$ cat src/rtl/asas_pkg.sv
// Shared types, widths and constants for the ADC scan averaging sequencer.
// Used by the controller, the datapath, the top level and the checker.
package asas_pkg;

  // Default sizing handed to the top-level parameters.
  localparam int unsigned CHANNELS_DEF     = 4;
  localparam int unsigned MAX_AVERAGES_DEF = 16;

  // Fixed field widths.
  localparam int unsigned TIME_W     = 32;
  localparam int unsigned COUNT_W    = 16;
  localparam int unsigned RATE_W     = 4;
  localparam int unsigned AVG_W      = 5;
  localparam int unsigned CHAN_W     = 2;
  localparam int unsigned PERIOD_W   = 10;
  // Up to 31 kept 16-bit readings fit a 21-bit signed sum.
  localparam int unsigned SUM_W      = 21;
  localparam int unsigned DIV_CNT_W  = $clog2(SUM_W + 1);

  // Configuration port.
  localparam int unsigned CFG_IDX_W  = 1;
  localparam int unsigned CFG_DATA_W = 5;
  localparam logic [CFG_IDX_W-1:0] REG_SAMPLE_RATE   = CFG_IDX_W'(0);
  localparam logic [CFG_IDX_W-1:0] REG_AVERAGE_COUNT = CFG_IDX_W'(1);

  // Controller states.
  typedef enum logic [1:0] {
    ST_IDLE,
    ST_EVAL,
    ST_DIV,
    ST_EMIT
  } state_e;

  // Commands from the controller to the datapath.
  typedef struct packed {
    logic latch_in;
    logic div_start;
    logic div_step;
    logic commit;
  } ctrl_cmd_t;

  // Status from the datapath to the controller.
  typedef struct packed {
    logic need_div;
    logic div_last;
    logic out_free;
  } dp_status_t;

  // Scan period in milliseconds: 1000 / rate, rate clamped to 1..10.
  function automatic logic [PERIOD_W-1:0] period_ms(input logic [RATE_W-1:0] rate);
    logic [PERIOD_W-1:0] p;
    case (rate)
      4'd0, 4'd1: p = 10'd1000;
      4'd2:       p = 10'd500;
      4'd3:       p = 10'd333;
      4'd4:       p = 10'd250;
      4'd5:       p = 10'd200;
      4'd6:       p = 10'd166;
      4'd7:       p = 10'd142;
      4'd8:       p = 10'd125;
      4'd9:       p = 10'd111;
      default:    p = 10'd100;
    endcase
    return p;
  endfunction

endpackage

$ cat src/rtl/asas_ctrl.sv
// Controller state machine of the ADC scan averaging sequencer.
// Depends on asas_pkg; drives commands to asas_datapath.
module asas_ctrl (
  input  logic                   clk_i,
  input  logic                   rst_ni,
  input  logic                   in_valid_i,
  output logic                   in_stall_o,
  input  asas_pkg::dp_status_t   status_i,
  output asas_pkg::ctrl_cmd_t    cmd_o
);
  import asas_pkg::*;

  state_e state_q, state_d;

  // State register.
  always_ff @(posedge clk_i or negedge rst_ni) begin
    if (!rst_ni) begin
      state_q <= ST_IDLE;
    end else begin
      state_q <= state_d;
    end
  end

  // Next state and commands. A request is taken only in idle; a tick that
  // closes a channel average runs the divider before its result is emitted.
  always_comb begin
    state_d    = state_q;
    cmd_o      = '0;
    in_stall_o = 1'b1;
    case (state_q)
      ST_IDLE: begin
        in_stall_o = 1'b0;
        if (in_valid_i) begin
          cmd_o.latch_in = 1'b1;
          state_d        = ST_EVAL;
        end
      end
      ST_EVAL: begin
        if (status_i.need_div) begin
          cmd_o.div_start = 1'b1;
          state_d         = ST_DIV;
        end else begin
          state_d = ST_EMIT;
        end
      end
      ST_DIV: begin
        cmd_o.div_step = 1'b1;
        if (status_i.div_last) begin
          state_d = ST_EMIT;
        end
      end
      ST_EMIT: begin
        if (status_i.out_free) begin
          cmd_o.commit = 1'b1;
          state_d      = ST_IDLE;
        end
      end
      default: begin
        state_d = ST_IDLE;
      end
    endcase
  end

endmodule

$ cat src/rtl/asas_datapath.sv
// Datapath of the ADC scan averaging sequencer: configuration registers, scan
// state, input latch, iterative divider and output register. Depends on asas_pkg.
module asas_datapath #(
  parameter int unsigned Channels    = asas_pkg::CHANNELS_DEF,
  parameter int unsigned MaxAverages = asas_pkg::MAX_AVERAGES_DEF
) (
  input  logic                                   clk_i,
  input  logic                                   rst_ni,
  input  asas_pkg::ctrl_cmd_t                    cmd_i,
  output asas_pkg::dp_status_t                   status_o,
  input  logic                                   cfg_we_i,
  input  logic [asas_pkg::CFG_IDX_W-1:0]         cfg_index_i,
  input  logic [asas_pkg::CFG_DATA_W-1:0]        cfg_data_i,
  input  logic [asas_pkg::TIME_W-1:0]            now_ms_i,
  input  logic                                   conv_ready_i,
  input  logic signed [asas_pkg::COUNT_W-1:0]    adc_counts_i,
  input  logic                                   out_stall_i,
  output logic                                   out_valid_o,
  output logic                                   start_conversion_o,
  output logic [asas_pkg::CHAN_W-1:0]            conversion_channel_o,
  output logic                                   average_valid_o,
  output logic [asas_pkg::CHAN_W-1:0]            average_channel_o,
  output logic signed [asas_pkg::COUNT_W-1:0]    average_value_o,
  output logic                                   cycle_done_o,
  output logic [asas_pkg::TIME_W-1:0]            cycle_elapsed_ms_o
);
  import asas_pkg::*;

  localparam int unsigned ChW = (Channels > 1) ? $clog2(Channels) : 1;
  localparam logic [ChW-1:0] LastCh = ChW'(Channels - 1);
  localparam logic [AVG_W-1:0] MaxAvgT =
    (MaxAverages >= (2 ** AVG_W) - 1) ? {AVG_W{1'b1}} : AVG_W'(MaxAverages);
  localparam logic [SUM_W-1:0] PosLim = SUM_W'(32767);
  localparam logic [SUM_W-1:0] NegLim = SUM_W'(32768);

  // Configuration registers.
  logic [RATE_W-1:0] rate_q;
  logic [AVG_W-1:0]  avg_q;

  always_ff @(posedge clk_i or negedge rst_ni) begin
    if (!rst_ni) begin
      rate_q <= RATE_W'(1);
      avg_q  <= AVG_W'(1);
    end else if (cfg_we_i) begin
      case (cfg_index_i)
        REG_SAMPLE_RATE:   rate_q <= cfg_data_i[RATE_W-1:0];
        REG_AVERAGE_COUNT: avg_q  <= cfg_data_i[AVG_W-1:0];
        default: ;
      endcase
    end
  end

  // Latched request.
  logic [TIME_W-1:0]         now_q;
  logic                      ready_q;
  logic signed [COUNT_W-1:0] counts_q;

  always_ff @(posedge clk_i) begin
    if (cmd_i.latch_in) begin
      now_q    <= now_ms_i;
      ready_q  <= conv_ready_i;
      counts_q <= adc_counts_i;
    end
  end

  // Scan state.
  logic                     converting_q, converting_d;
  logic [TIME_W-1:0]        next_due_q, next_due_d;
  logic [TIME_W-1:0]        cycle_start_q, cycle_start_d;
  logic [ChW-1:0]           ch_q, ch_d;
  logic                     settle_q, settle_d;
  logic [AVG_W-1:0]         kept_q, kept_d;
  logic signed [SUM_W-1:0]  sum_q, sum_d;

  // Clamped kept-read target and the running values after this reading.
  logic [AVG_W-1:0]        target;
  logic [AVG_W-1:0]        kept_inc;
  logic signed [SUM_W-1:0] sum_new;
  logic [SUM_W-1:0]        sum_bits;
  logic [SUM_W-1:0]        sum_mag;
  logic                    finishing;

  assign target    = (avg_q == '0) ? AVG_W'(1) : ((avg_q > MaxAvgT) ? MaxAvgT : avg_q);
  assign kept_inc  = (kept_q == {AVG_W{1'b1}}) ? kept_q : kept_q + AVG_W'(1);
  assign sum_new   = sum_q + SUM_W'(counts_q);
  assign sum_bits  = sum_new;
  assign sum_mag   = sum_bits[SUM_W-1] ? (~sum_bits + SUM_W'(1)) : sum_bits;
  assign finishing = converting_q && ready_q && !settle_q && (kept_inc >= target);

  // Restoring divider on the magnitude, one quotient bit per step.
  logic [AVG_W-1:0]     div_rem_q;
  logic [SUM_W-1:0]     div_quo_q;
  logic [AVG_W-1:0]     div_den_q;
  logic                 div_neg_q;
  logic [DIV_CNT_W-1:0] div_cnt_q;
  logic [AVG_W:0]       div_shift;
  logic [AVG_W:0]       div_diff;
  logic                 div_ge;

  assign div_shift = {div_rem_q, div_quo_q[SUM_W-1]};
  assign div_diff  = div_shift - {1'b0, div_den_q};
  assign div_ge    = div_shift >= {1'b0, div_den_q};

  always_ff @(posedge clk_i or negedge rst_ni) begin
    if (!rst_ni) begin
      div_cnt_q <= '0;
    end else if (cmd_i.div_start) begin
      div_cnt_q <= DIV_CNT_W'(SUM_W);
    end else if (cmd_i.div_step) begin
      div_cnt_q <= div_cnt_q - DIV_CNT_W'(1);
    end
  end

  always_ff @(posedge clk_i) begin
    if (cmd_i.div_start) begin
      div_rem_q <= '0;
      div_quo_q <= sum_mag;
      div_den_q <= target;
      div_neg_q <= sum_bits[SUM_W-1];
    end else if (cmd_i.div_step) begin
      div_rem_q <= div_ge ? div_diff[AVG_W-1:0] : div_shift[AVG_W-1:0];
      div_quo_q <= {div_quo_q[SUM_W-2:0], div_ge};
    end
  end

  // Signed quotient saturated to the 16-bit range.
  logic signed [COUNT_W-1:0] quo_sat;

  always_comb begin
    if (!div_neg_q) begin
      quo_sat = (div_quo_q > PosLim) ? COUNT_W'(32767) : div_quo_q[COUNT_W-1:0];
    end else begin
      quo_sat = (div_quo_q > NegLim) ? COUNT_W'(32768)
                                     : (~div_quo_q[COUNT_W-1:0] + COUNT_W'(1));
    end
  end

  // Outcome of the latched tick: next scan state and the result fields.
  logic                      t_start;
  logic [CHAN_W-1:0]         t_cchan;
  logic                      t_avg_valid;
  logic [CHAN_W-1:0]         t_achan;
  logic signed [COUNT_W-1:0] t_avg;
  logic                      t_done;
  logic [TIME_W-1:0]         t_elapsed;
  logic [ChW-1:0]            ch_inc;

  assign ch_inc = ch_q + ChW'(1);

  always_comb begin
    converting_d  = converting_q;
    next_due_d    = next_due_q;
    cycle_start_d = cycle_start_q;
    ch_d          = ch_q;
    settle_d      = settle_q;
    kept_d        = kept_q;
    sum_d         = sum_q;
    t_start       = 1'b0;
    t_cchan       = '0;
    t_avg_valid   = 1'b0;
    t_achan       = '0;
    t_avg         = '0;
    t_done        = 1'b0;
    t_elapsed     = '0;
    if (!converting_q) begin
      // Waiting: open a new scan cycle once the due time is reached.
      if (now_q >= next_due_q) begin
        cycle_start_d = now_q;
        ch_d          = '0;
        settle_d      = 1'b1;
        kept_d        = '0;
        sum_d         = '0;
        converting_d  = 1'b1;
        t_start       = 1'b1;
      end
    end else if (ready_q) begin
      if (settle_q) begin
        // Settle reading is discarded; request the first kept reading.
        settle_d = 1'b0;
        kept_d   = '0;
        sum_d    = '0;
        t_start  = 1'b1;
        t_cchan  = CHAN_W'(ch_q);
      end else begin
        sum_d  = sum_new;
        kept_d = kept_inc;
        if (!finishing) begin
          t_start = 1'b1;
          t_cchan = CHAN_W'(ch_q);
        end else begin
          t_avg_valid = 1'b1;
          t_achan     = CHAN_W'(ch_q);
          t_avg       = quo_sat;
          if (ch_q != LastCh) begin
            // Move on to the settle reading of the next channel.
            ch_d     = ch_inc;
            settle_d = 1'b1;
            kept_d   = '0;
            sum_d    = '0;
            t_start  = 1'b1;
            t_cchan  = CHAN_W'(ch_inc);
          end else begin
            // Last channel: close the cycle and schedule the next one.
            t_done       = 1'b1;
            t_elapsed    = now_q - cycle_start_q;
            next_due_d   = cycle_start_q + TIME_W'(period_ms(rate_q));
            converting_d = 1'b0;
            settle_d     = 1'b0;
            ch_d         = '0;
          end
        end
      end
    end
  end

  always_ff @(posedge clk_i or negedge rst_ni) begin
    if (!rst_ni) begin
      converting_q  <= 1'b0;
      next_due_q    <= '0;
      cycle_start_q <= '0;
      ch_q          <= '0;
      settle_q      <= 1'b0;
      kept_q        <= '0;
      sum_q         <= '0;
    end else if (cmd_i.commit) begin
      converting_q  <= converting_d;
      next_due_q    <= next_due_d;
      cycle_start_q <= cycle_start_d;
      ch_q          <= ch_d;
      settle_q      <= settle_d;
      kept_q        <= kept_d;
      sum_q         <= sum_d;
    end
  end

  // Output register.
  logic out_valid_q;

  always_ff @(posedge clk_i or negedge rst_ni) begin
    if (!rst_ni) begin
      out_valid_q <= 1'b0;
    end else if (cmd_i.commit) begin
      out_valid_q <= 1'b1;
    end else if (!out_stall_i) begin
      out_valid_q <= 1'b0;
    end
  end

  always_ff @(posedge clk_i) begin
    if (cmd_i.commit) begin
      start_conversion_o   <= t_start;
      conversion_channel_o <= t_cchan;
      average_valid_o      <= t_avg_valid;
      average_channel_o    <= t_achan;
      average_value_o      <= t_avg;
      cycle_done_o         <= t_done;
      cycle_elapsed_ms_o   <= t_elapsed;
    end
  end

  assign out_valid_o       = out_valid_q;
  assign status_o.need_div = finishing;
  assign status_o.div_last = (div_cnt_q == DIV_CNT_W'(1));
  assign status_o.out_free = !out_valid_q || !out_stall_i;

endmodule

$ cat src/rtl/adc_scan_averaging_sequencer.sv
// ADC scan averaging sequencer, top level. Depends on asas_pkg, asas_ctrl, asas_datapath.
// Each request is latched and evaluated; its result is registered on commit, once the
// output is free, and the next request is taken after that commit. A tick that closes a
// channel average first runs the 21 one-bit steps of the divider. One result per request.
// Reset (asynchronous, active low) clears the scan state and output valid and sets both
// configuration registers to 1; there is no clearing pass.
module adc_scan_averaging_sequencer #(
  parameter int unsigned Channels    = asas_pkg::CHANNELS_DEF,
  parameter int unsigned MaxAverages = asas_pkg::MAX_AVERAGES_DEF
) (
  input  logic                                   clk_i,
  input  logic                                   rst_ni,
  input  logic                                   cfg_we_i,
  input  logic [asas_pkg::CFG_IDX_W-1:0]         cfg_index_i,
  input  logic [asas_pkg::CFG_DATA_W-1:0]        cfg_data_i,
  input  logic                                   in_valid_i,
  output logic                                   in_stall_o,
  input  logic [asas_pkg::TIME_W-1:0]            now_ms_i,
  input  logic                                   conv_ready_i,
  input  logic signed [asas_pkg::COUNT_W-1:0]    adc_counts_i,
  output logic                                   out_valid_o,
  input  logic                                   out_stall_i,
  output logic                                   start_conversion_o,
  output logic [asas_pkg::CHAN_W-1:0]            conversion_channel_o,
  output logic                                   average_valid_o,
  output logic [asas_pkg::CHAN_W-1:0]            average_channel_o,
  output logic signed [asas_pkg::COUNT_W-1:0]    average_value_o,
  output logic                                   cycle_done_o,
  output logic [asas_pkg::TIME_W-1:0]            cycle_elapsed_ms_o
);
  import asas_pkg::*;

  ctrl_cmd_t  cmd;
  dp_status_t status;

  // Sequencing of each request.
  asas_ctrl u_ctrl (
    .clk_i      (clk_i),
    .rst_ni     (rst_ni),
    .in_valid_i (in_valid_i),
    .in_stall_o (in_stall_o),
    .status_i   (status),
    .cmd_o      (cmd)
  );

  // Scan state, divider and output register.
  asas_datapath #(
    .Channels    (Channels),
    .MaxAverages (MaxAverages)
  ) u_datapath (
    .clk_i                (clk_i),
    .rst_ni               (rst_ni),
    .cmd_i                (cmd),
    .status_o             (status),
    .cfg_we_i             (cfg_we_i),
    .cfg_index_i          (cfg_index_i),
    .cfg_data_i           (cfg_data_i),
    .now_ms_i             (now_ms_i),
    .conv_ready_i         (conv_ready_i),
    .adc_counts_i         (adc_counts_i),
    .out_stall_i          (out_stall_i),
    .out_valid_o          (out_valid_o),
    .start_conversion_o   (start_conversion_o),
    .conversion_channel_o (conversion_channel_o),
    .average_valid_o      (average_valid_o),
    .average_channel_o    (average_channel_o),
    .average_value_o      (average_value_o),
    .cycle_done_o         (cycle_done_o),
    .cycle_elapsed_ms_o   (cycle_elapsed_ms_o)
  );

endmodule

$ cat config.mk
export PLATFORM = sky130hd
export DESIGN_NAME = adc_scan_averaging_sequencer
export DESIGN_NICKNAME = d
export VERILOG_FILES = /design/src/rtl/asas_pkg.sv /design/src/rtl/asas_ctrl.sv /design/src/rtl/asas_datapath.sv /design/src/rtl/adc_scan_averaging_sequencer.sv
export SDC_FILE = /design/constraint.sdc
export NUM_CORES = 1
export LEC_CHECK = 0
export ABC_AREA = 1
export BUFFER_PORTS_ARGS = -buffer_cell sky130_fd_sc_hd__clkbuf_2
export CORE_MARGIN = 8
export CORE_UTILIZATION = 50
export CTS_CLUSTER_SIZE = 20
export DETAILED_ROUTE_END_ITERATION = 8
export PLACE_DENSITY_LB_ADDON = 0.12
export SYNTH_ARGS = -nofsm -noshare
export SYNTH_HDL_FRONTEND = slang
export SYNTH_HIERARCHICAL = 1
export SYNTH_SLANG_ARGS = --single-unit
$ cat constraint.sdc
create_clock -name clk_i -period 7.08 [get_ports clk_i]
set_input_delay 1.416 -clock clk_i [delete_from_list [all_inputs] [get_ports clk_i]]
set_output_delay 1.416 -clock clk_i [all_outputs]
set_load 0.02 [all_outputs]
==> results of run 1 <==
[registers in the layout, summed over array words and instances (netlist names), 4 cells and up]
name and flops:
u_datapath/cycle_elapsed_ms_o 32, u_datapath/cycle_start_q 32, u_datapath/next_due_q 32, u_datapath/now_q 32
u_datapath/div_quo_q 21, u_datapath/sum_q 21, u_datapath/average_value_o 16, u_datapath/counts_q 16
u_datapath/avg_q 5, u_datapath/div_cnt_q 5, u_datapath/div_den_q 5, u_datapath/div_rem_q 5
u_datapath/kept_q 5, u_datapath/rate_q 4
[per-layer routing]
metal | up-vias | global-route usage [%] | share of wire [%]
met1 | 6180 | 26.4 | 42
met5 | - | 0 | 0
li1 | 6688 | - | -
met4 | 0 | 7.79 | 3.2
met3 | 93 | 2.72 | 3.9
met2 | 294 | 40.6 | 51
[path summary, 6_finish.rpt]
path                                                start                            to  slack (ns)  cells after the start
worst max-delay path                 u_datapath/kept_q[0]       u_datapath/div_rem_q[0]        2.58                     22
worst min-delay path            u_datapath/next_due_q[18]     u_datapath/next_due_q[18]        0.48                      2
worst max register to register       u_datapath/kept_q[0]       u_datapath/div_rem_q[0]        2.58                     22
worst min register to register  u_datapath/next_due_q[18]     u_datapath/next_due_q[18]        0.48                      2
max in group asynchronous                          rst_ni  u_datapath/cycle_start_q[31]        4.83                      2
min in group asynchronous                          rst_ni          u_datapath/sum_q[10]        0.97                      1
[cells in the mapped netlist, drive strengths merged]
cell type	n
o22ai	5
o221ai	1
and2	1
a311oi	1
ha	115
a211oi	3
o211ai	5
o21ai	146
a41oi	1
nand3	107
nor3	24
buf	13
o2111ai	2
xnor2	8
a22oi	1
clkbuf	25
nand4	25
a21oi	151
nor4	12
a31oi	8
nand2	471
dfrtp	109
dfstp	2
nor2	194
a21o	6
o21a	8
fa	4
nor3b	2
dfxtp	5
edfxtp	131
inv	282
and3	2
a221oi	2
or2	16
o21bai	5
nand3b	12
o31ai	3
xor2	34
[final cells by class]
cell class                      count  area, µm²  area share, %
Tap cell                          396        495           2.83
Sequential cell                   247       6810           38.9
Multi-Input combinational cell   1375       7450           42.5
Clock inverter                     19        228           1.30
Inverter                          282       1060           6.04
Clock buffer                       37        828           4.73
Timing Repair Buffer              124        643           3.67
[per-stage QoR]
step / std cells / power, mW / hold slack [ns] / instance area, µm² / setup slack [ns]
after floorplan: 1942 / 4.91 / 0.446 / 15500 / 3.41
after global routing: 2480 / 8.18 / 0.499 / 17500 / 1.98
final: 2480 / 7.58 / 0.479 / 17500 / 2.58
after global placement: 2424 / 5.90 / 0.468 / 16500 / 2.77
after detailed placement: 2424 / 5.93 / 0.469 / 16500 / 2.61
after CTS: 2480 / 7.61 / 0.482 / 17500 / 2.57
[power by group through the flow]
stage | clock (mW) | combinational [mW] | sequential (mW)
after floorplan | 0 | 2.58 | 2.33
after global placement | 0 | 3.59 | 2.31
after detailed placement | 0 | 3.61 | 2.32
after CTS | 1.67 | 3.65 | 2.30
after global routing | 1.72 | 4.11 | 2.34
final | 1.63 | 3.65 | 2.30
[cell families (layout without fill, tap and decap cells)]
group	count (synthesis)	count (layout)	synth area share [%]
AOI/OAI and AO/OA	348	348	12.1
adders and majority gates	119	119	9.81
and+or+nand+nor	866	866	23.8
buffers and inverters	320	462	7.88
xor gates and xnor gates	42	42	2.38
DFF	247	247	44.0
[critical path, delay by kind of cell (launching register included)]
kind,cells,cell delay (ns)
DFF,1,0.40
and+or+nand+nor,10,1.60
adders and majority gates,2,0.48
AOI/OAI and AO/OA,2,0.53
buffers and inverters,8,1.38
[cell usage in the layout (no fill, tap or decap), types with 12 or more instances in the layout]
| cell type | n |
|---|---|
| a21oi_1 | 151 |
| clkbuf_16 | 31 |
| clkbuf_2 | 115 |
| dfrtp_1 | 109 |
| edfxtp_1 | 131 |
| ha_1 | 115 |
| inv_1 | 277 |
| nand2_1 | 462 |
| nand3_1 | 105 |
| nand3b_1 | 12 |
| nand4_1 | 25 |
| nor2_1 | 186 |
| nor3_1 | 24 |
| nor4_1 | 12 |
| o21ai_0 | 140 |
| or2_2 | 14 |
| xor2_1 | 34 |
==> flow_summary.toml, run 1 <==
[timing]
period_minus_slack_ns = 4.50
fin_skew_ns = 0.0136
setup_viol = 0
finalHoldViolations = 0
finalSetupTns_ns = 0
worst_slew_pin_slew_ns = 0.955
fmax_mhz = 222
max_slew_margin_pct = 36.2
finalMaxSlewViolations = 0
post-route-period-util_pct = 63.5
rsz0062_at_grt = "no"

[worst_setup_path]
endpoint_kind = "flip-flop"
worst_ep_required_time_ns = 7.54
cp_cell_sequence = "ha_1, nand2_1, nor2_1, inv_1, nor2_1, inv_1, nand2_1, nand2_1, ha_1, nand2_1, inv_1, nand4_1, o2111ai_1, nand3_1, buf_4, inv_1, nand2_1, inv_1, buf_4, inv_1, nand2_1, o22ai_1"
path_max_fanout = 39
cpPeakStageDelay_ns = 0.73
start_kind = "flip-flop"
cp.arrival_ns = 4.96
critical_path_class = "flip-flop to flip-flop"
cp_slowest_cell = "nand2_1"

[global_route]
first_global_vias = 13195
grt_usage_pct = 22.2
grt_max_degree = 65
gr-total-overflow = 0
grt_first_pass_wirelength_um = 66000
antenna_found_initial = 0

[run]
cap_violations = 0

[routing]
first_pass_iters = 5
avgRoutedWirePerCell_um = 16.5
drcViolationCount = 0
viasPerCell = 5.34
drt_iter0_drc = 969
wl_um = 41000
via_count = 13255
postRouteAntennaNets = 0

[floorplan]
die_area_um2 = 36900
core_um2 = 30500
design.portCount = 117
start_util_pct = 50.7
die_x_um = 192
die_h_um = 192
rows = 64

[logic_synthesis]
yosysWarningCount = 6
syn_area_um2 = 15500
ys_seq_area_share_pct = 44.0
synth_seq_cells = 247
yosys.area.top_type_share_pct = 25.4
ys_top_cells_by_area = "edfxtp_1 25%, dfrtp_1 18%, nand2_1 11%"
yosysTopAreaCell = "edfxtp_1"
synth_nets = 2121
avgSynthCellArea_um2 = 7.97
postSynthCellCount = 1942
synth_cell_types = 50

[cts]
cts_setup_buffers = 0
clockBufferDepth = 3
clk-insertion-delay-late_ns = 0.57
cts_root_buf = "clkbuf_16"
cts_buffers = 30
htreeDepth = 1
cts_sinks = 247
cts_tree = "built"
hold_buffers = 0
path_clk_slew_ns = 0.06
cts.repair.resized = 0

[outcome]
outcome = "complete, no violations"

[finish]
drive_gt1_share_pct = 10.3
fill_cells = 2808
num_antenna_cells = 0
layout.nets = 2239
syn2layout_area_growth_pct = 13.2
final_core_util_pct = 57.4

[placed_design]
portBuffers = 116
gp_congestion = 0.957
place_hpwl_um = 31300

[power]
pwr-share-comb_pct = 48.2
p_leak_nw = 8.66
irDropWorstVdd_uv = 250
switching_share_pct = 44.7
power.switching_mw = 3.39
seqPwrFrac_pct = 30.3
p_per_area_nw_per_um2 = 433
p_int_mw = 4.19
clkPwrFrac_pct = 21.5

[min_path]
hold_class = "flip-flop to flip-flop"
Note: power is estimated with default switching activity, not from simulation.
==> inputs of run 2 (changes only) <==
Clock period 7.08 ns to 3.8 ns, I/O delays scaled along.
==> run 2 against run 1 <==
Via count fell by 0.80%. Sequential share of layout area fell by 0.053 points. Critical path depth rose by 1. Clock skew rose by 0.0052 ns. Sequential power rose by 86%. Cell area rose by 0.14%. Power rose by 85%. Register-to-register slack got worse by 2.1 ns.
==> flow_summary.toml, run 2 (same netlist as run 1, synthesis figures left out) <==
[finish]
final_common_cell = "nand2_1"
num_antenna_cells = 0
layout.nets = 2246
stdcell_area_um2 = 17500
final_core_util_pct = 57.5
layout_common_cells = "462 x nand2_1, 277 x inv_1, 186 x nor2_1"
stdcell_count = 2486
drive_gt1_share_pct = 10.5
syn2layout_area_growth_pct = 13.3

[timing]
finalHoldViolations = 0
period_minus_slack_ns = 3.28
rsz0062_at_grt = "no"
setup_viol = 0
fmax_mhz = 305
max_slew_margin_pct = 47.0
fin_skew_ns = 0.0189
worst_slew_pin_slew_ns = 0.787
finalMaxSlewViolations = 0
fin_hold_ws_ns = 0.204
post-route-period-util_pct = 86.3
finalSetupTns_ns = 0
finalWorstSetupSlack_ns = 0.521

[placed_design]
gp_congestion = 0.949
dpl_worst_slack_ns = 0.611
placed_area_um2 = 16500
dp_cells = 2432
place_hpwl_um = 31800
portBuffers = 116

[worst_setup_path]
crit_top_cell = "inv_1"
endpoint_kind = "flip-flop"
r2r_cells = 23
r2r_start = "u_datapath/kept_q[0]"
crit_cells = 23
crit_family = "buffers and inverters"
cpPeakStageDelay_ns = 0.40
crit_start = "u_datapath/kept_q[0]"
crit_buf_inv = 8
cp_slowest_cell = "dfrtp_1"
critical_path_class = "flip-flop to flip-flop"
cp.arrival_ns = 3.76
path_max_fanout = 22
r2r-end = "u_datapath/sum_q[13]"
cp_cell_sequence = "ha_1, nand2_1, nor2_1, inv_1, nor2_1, inv_1, nand2_1, nor2_1, inv_1, ha_1, nand2_1, inv_1, nand4_1, o2111ai_1, nand3_1, buf_4, o21ai_0, inv_1, nand2_1, inv_1, buf_4, nand2_1, o21ai_0"
r2r_slack_ns = 0.52
worst_ep_required_time_ns = 4.28
start_kind = "flip-flop"
crit_end = "u_datapath/sum_q[13]"

[power]
irDropWorstVdd_uv = 446
power.switching_mw = 6.30
p_int_mw = 7.74
pwr-share-comb_pct = 48.7
clkPwrFrac_pct = 20.8
seqPwrFrac_pct = 30.5
p_per_area_nw_per_um2 = 800
p_leak_nw = 8.69
switching_share_pct = 44.9
finalPower_mw = 14.0

[cts]
hold_buffers = 0
htreeDepth = 1
cts_setup_buffers = 0
clk-insertion-delay-late_ns = 0.58
cts_tree = "built"
path_clk_slew_ns = 0.06
cts_root_buf = "clkbuf_16"
clockBufferDepth = 3
cts_sinks = 247
cts.repair.resized = 0
cts_buffers = 29

[floorplan]
start_util_pct = 50.7
die_area_um2 = 36900
core_um2 = 30500
die_h_um = 192
design.portCount = 117
rows = 64
die_x_um = 192

[global_route]
grt_usage_pct = 22.4
antenna_found_initial = 0
grt_first_pass_wirelength_um = 66500
grt_max_degree = 57
first_global_vias = 13397
gr-total-overflow = 0

[routing]
wl_um = 40900
via_count = 13149
viasPerCell = 5.29
drt_iter0_drc = 803
first_pass_iters = 7
avgRoutedWirePerCell_um = 16.4
postRouteAntennaNets = 0
drcViolationCount = 0

[run]
cap_violations = 0

[min_path]
hold_class = "primary input to async pin"

[outcome]
outcome = "complete, no violations"
run 2: changes by cell type in the layout (fill, tap and decap cells not counted):
cell | previous run | this run
bufinv_16 | 5 | 4
inv_16 | 0 | 1
clkinv_1 | 4 | 3
clkinv_2 | 5 | 4
clkbuf_8 | 3 | 5
buf_12 | 0 | 1
buf_4 | 9 | 16
clkbuf_1 | 3 | 6
clkbuf_16 | 31 | 29
clkinvlp_4 | 5 | 1
inv_8 | 0 | 1
run 2: layer usage:
layer	wire length, µm	GRT usage (%)
met1	17100	26.4
met2	20500	40.8
met3	1480	2.81
met4	1740	8.94
met5	0	0
run 2: area by class of cell:
class / instances / area [µm²]
Fill cell: 2824 / 13000
Multi-Input combinational cell: 1375 / 7450
Sequential cell: 247 / 6810
Inverter: 282 / 1060
Clock buffer: 40 / 817
Timing Repair Buffer: 132 / 716
Tap cell: 396 / 495
Clock inverter: 14 / 190
run 2: worst min path at each step:
stage                                    startpoint                        end  slack, ns  depth (start not counted)
after floorplan            u_datapath/next_due_q[0]   u_datapath/next_due_q[0]       0.45                          2
after global placement          u_datapath/settle_q        u_datapath/settle_q       0.47                          2
after detailed placement  u_datapath/next_due_q[31]  u_datapath/next_due_q[31]       0.47                          2
after CTS                                    rst_ni        u_datapath/settle_q       0.20                          1
after global routing                         rst_ni        u_datapath/settle_q       0.24                          1
final                                        rst_ni       u_datapath/sum_q[11]       0.20                          1
run 2: power by group through the flow:
stage | Clock [mW] | Combinational [mW] | Sequential (mW)
final | 2.93 | 6.83 | 4.28
after CTS | 3.00 | 6.85 | 4.28
after detailed placement | 0 | 6.81 | 4.32
after global routing | 3.10 | 7.74 | 4.37
after global placement | 0 | 6.73 | 4.31
after floorplan | 0 | 4.80 | 4.34
run 2: worst reg2reg max path: cells and delay by family, from the launching register on:
| family | cells | cell delay [ns] |
|---|---|---|
| compound gates | 3 | 0.44 |
| fa+ha+maj | 2 | 0.43 |
| buf+inv | 8 | 0.96 |
| flops | 1 | 0.40 |
| simple gates | 10 | 0.94 |
==> inputs of run 3 (changes only) <==
Settings changed: BUFFER_PORTS_ARGS -buffer_cell sky130_fd_sc_hd__clkbuf_2 to not set, DONT_BUFFER_PORTS set to 1, SETUP_SLACK_MARGIN set to 0.15.
Clock period 3.8 ns to 3.7 ns, I/O delays scaled along.
==> run 3 against run 2 <==
Hold slack got worse by 0.10 ns. Clock power is essentially flat. Global-route usage decreased by 0.10 points. Critical path depth is 3 lower. Die area is the same. Via count decreased by 2.5%. Routed wire length is 0.10% higher. Largest cell class unchanged. Highest routed layer unchanged.
==> flow_summary.toml, run 3 (same netlist as run 1, synthesis figures left out) <==
[worst_setup_path]
endpoint_kind = "flip-flop"
cp_cell_sequence = "ha_1, nand2_1, nor2_1, inv_1, nor2_2, inv_1, nand2_1, nand2_1, ha_1, nand2_1, inv_1, nand4_1, o2111ai_1, nand3_1, inv_1, nand2_1, nor2_2, buf_4, nand2_1, o22ai_1"
path_max_fanout = 40
cpPeakStageDelay_ns = 0.41
worst_ep_required_time_ns = 4.17
crit_buf_inv = 5
start_kind = "flip-flop"
cp.arrival_ns = 3.64
cp_slowest_cell = "dfrtp_1"
crit_top_cell = "nand2_1"
critical_path_class = "flip-flop to flip-flop"
crit_family = "simple AND/OR/NAND/NOR gates"

[global_route]
grt_first_pass_wirelength_um = 65500
first_global_vias = 12614
grt_max_degree = 110
gr-total-overflow = 0
antenna_found_initial = 0
grt_usage_pct = 22.3

[cts]
cts_tree = "built"
cts_buffers = 29
clockBufferDepth = 3
path_clk_slew_ns = 0.06
htreeDepth = 1
cts_root_buf = "clkbuf_16"
cts_sinks = 247
clk-insertion-delay-late_ns = 0.58

[routing]
drt_iter0_drc = 748
viasPerCell = 5.40
drcViolationCount = 0
first_pass_iters = 7
wl_um = 40900
via_count = 12816
avgRoutedWirePerCell_um = 17.2
postRouteAntennaNets = 0

[run]
cap_violations = 0

[placed_design]
gp_congestion = 0.931
place_hpwl_um = 31400
portBuffers = 0
dpl_worst_slack_ns = 0.358
placed_area_um2 = 16000
dp_cells = 2316

[power]
p_per_area_nw_per_um2 = 840
irDropWorstVdd_uv = 506
finalPower_mw = 14.3
p_leak_nw = 8.23

[timing]
setup_viol = 0
finalSetupTns_ns = 0
rsz0062_at_grt = "no"
fin_skew_ns = 0.0237
fin_hold_ws_ns = 0.101
finalHoldViolations = 0
worst_slew_pin_slew_ns = 0.792
max_slew_margin_pct = 46.6
finalWorstSetupSlack_ns = 0.537
period_minus_slack_ns = 3.16
post-route-period-util_pct = 85.5
fmax_mhz = 316
finalMaxSlewViolations = 0

[finish]
final_common_cell = "nand2_1"
syn2layout_area_growth_pct = 9.78
final_core_util_pct = 55.7
stdcell_area_um2 = 17000
num_antenna_cells = 0
fill_cells = 2804
drive_gt1_share_pct = 5.66
stdcell_count = 2375
layout_common_cells = "462 x nand2_1, 276 x inv_1, 185 x nor2_1"
layout.nets = 2135

[floorplan]
start_util_pct = 50.7
die_h_um = 192
rows = 64
die_x_um = 192
core_um2 = 30500
design.portCount = 117
die_area_um2 = 36900

[outcome]
outcome = "complete, no violations"

[min_path]
hold_class = "primary input to async pin"
[run 3: repair_timing]
action	in CTS	in global routing
buffers inserted	0	3
setup endpoints to repair	0	23
endpoints found under the hold margin	109	0
resized for setup	0	2
hold buffers	2	0
[run 3: cell type report]
cell class                 instances  area (µm²)  area share (%)
clock buffer                      39         845            4.97
clock inverter                    15         131           0.773
inverter                         282        1060            6.25
multi-input combinational       1375        7460            43.9
sequential                       247        6810            40.1
tap                              396         495            2.92
timing repair buffer              21         193            1.13
[run 3: power breakdown]
| group | switching (mW) | internal [mW] |
|---|---|---|
| clock | 1.17 | 1.73 |
| combinational | 4.52 | 2.22 |
| sequential | 0.772 | 3.86 |
| total | 6.47 | 7.81 |
[run 3: routing by layer]
layer  vias to the layer above  wire, µm  GRT usage (%)
li1                       6465         -              -
met1                      5979     17400           26.7
met2                       280     20500           40.2
met3                        92      1350           2.92
met4                         0      1670           8.58
met5                         -         0              0
[run 3: path summary, 6_finish.rpt]
check | cells after the start | end | slack [ns] | start
hold reg to reg | 2 | u_datapath/sum_q[9] | 0.49 | u_datapath/sum_q[9]
max in group asynchronous | 1 | u_datapath/avg_q[0] | 2.93 | rst_ni
setup reg to reg | 20 | u_datapath/next_due_q[17] | 0.54 | u_datapath/kept_q[0]
min in group clk_i | 0 | u_datapath/now_q[29] | 0.25 | now_ms_i[29]
setup / recovery | 20 | u_datapath/next_due_q[17] | 0.54 | u_datapath/kept_q[0]
hold / removal | 1 | u_datapath/sum_q[13] | 0.10 | rst_ni
[run 3: worst register-to-register path: cells and delay by family, from the launching register on]
kind	cells	cell delay, ns
AOI/OAI and AO/OA	2	0.28
adders and majority gates	2	0.48
DFF	1	0.41
buffers and inverters	5	0.73
and+or+nand+nor	11	1.19
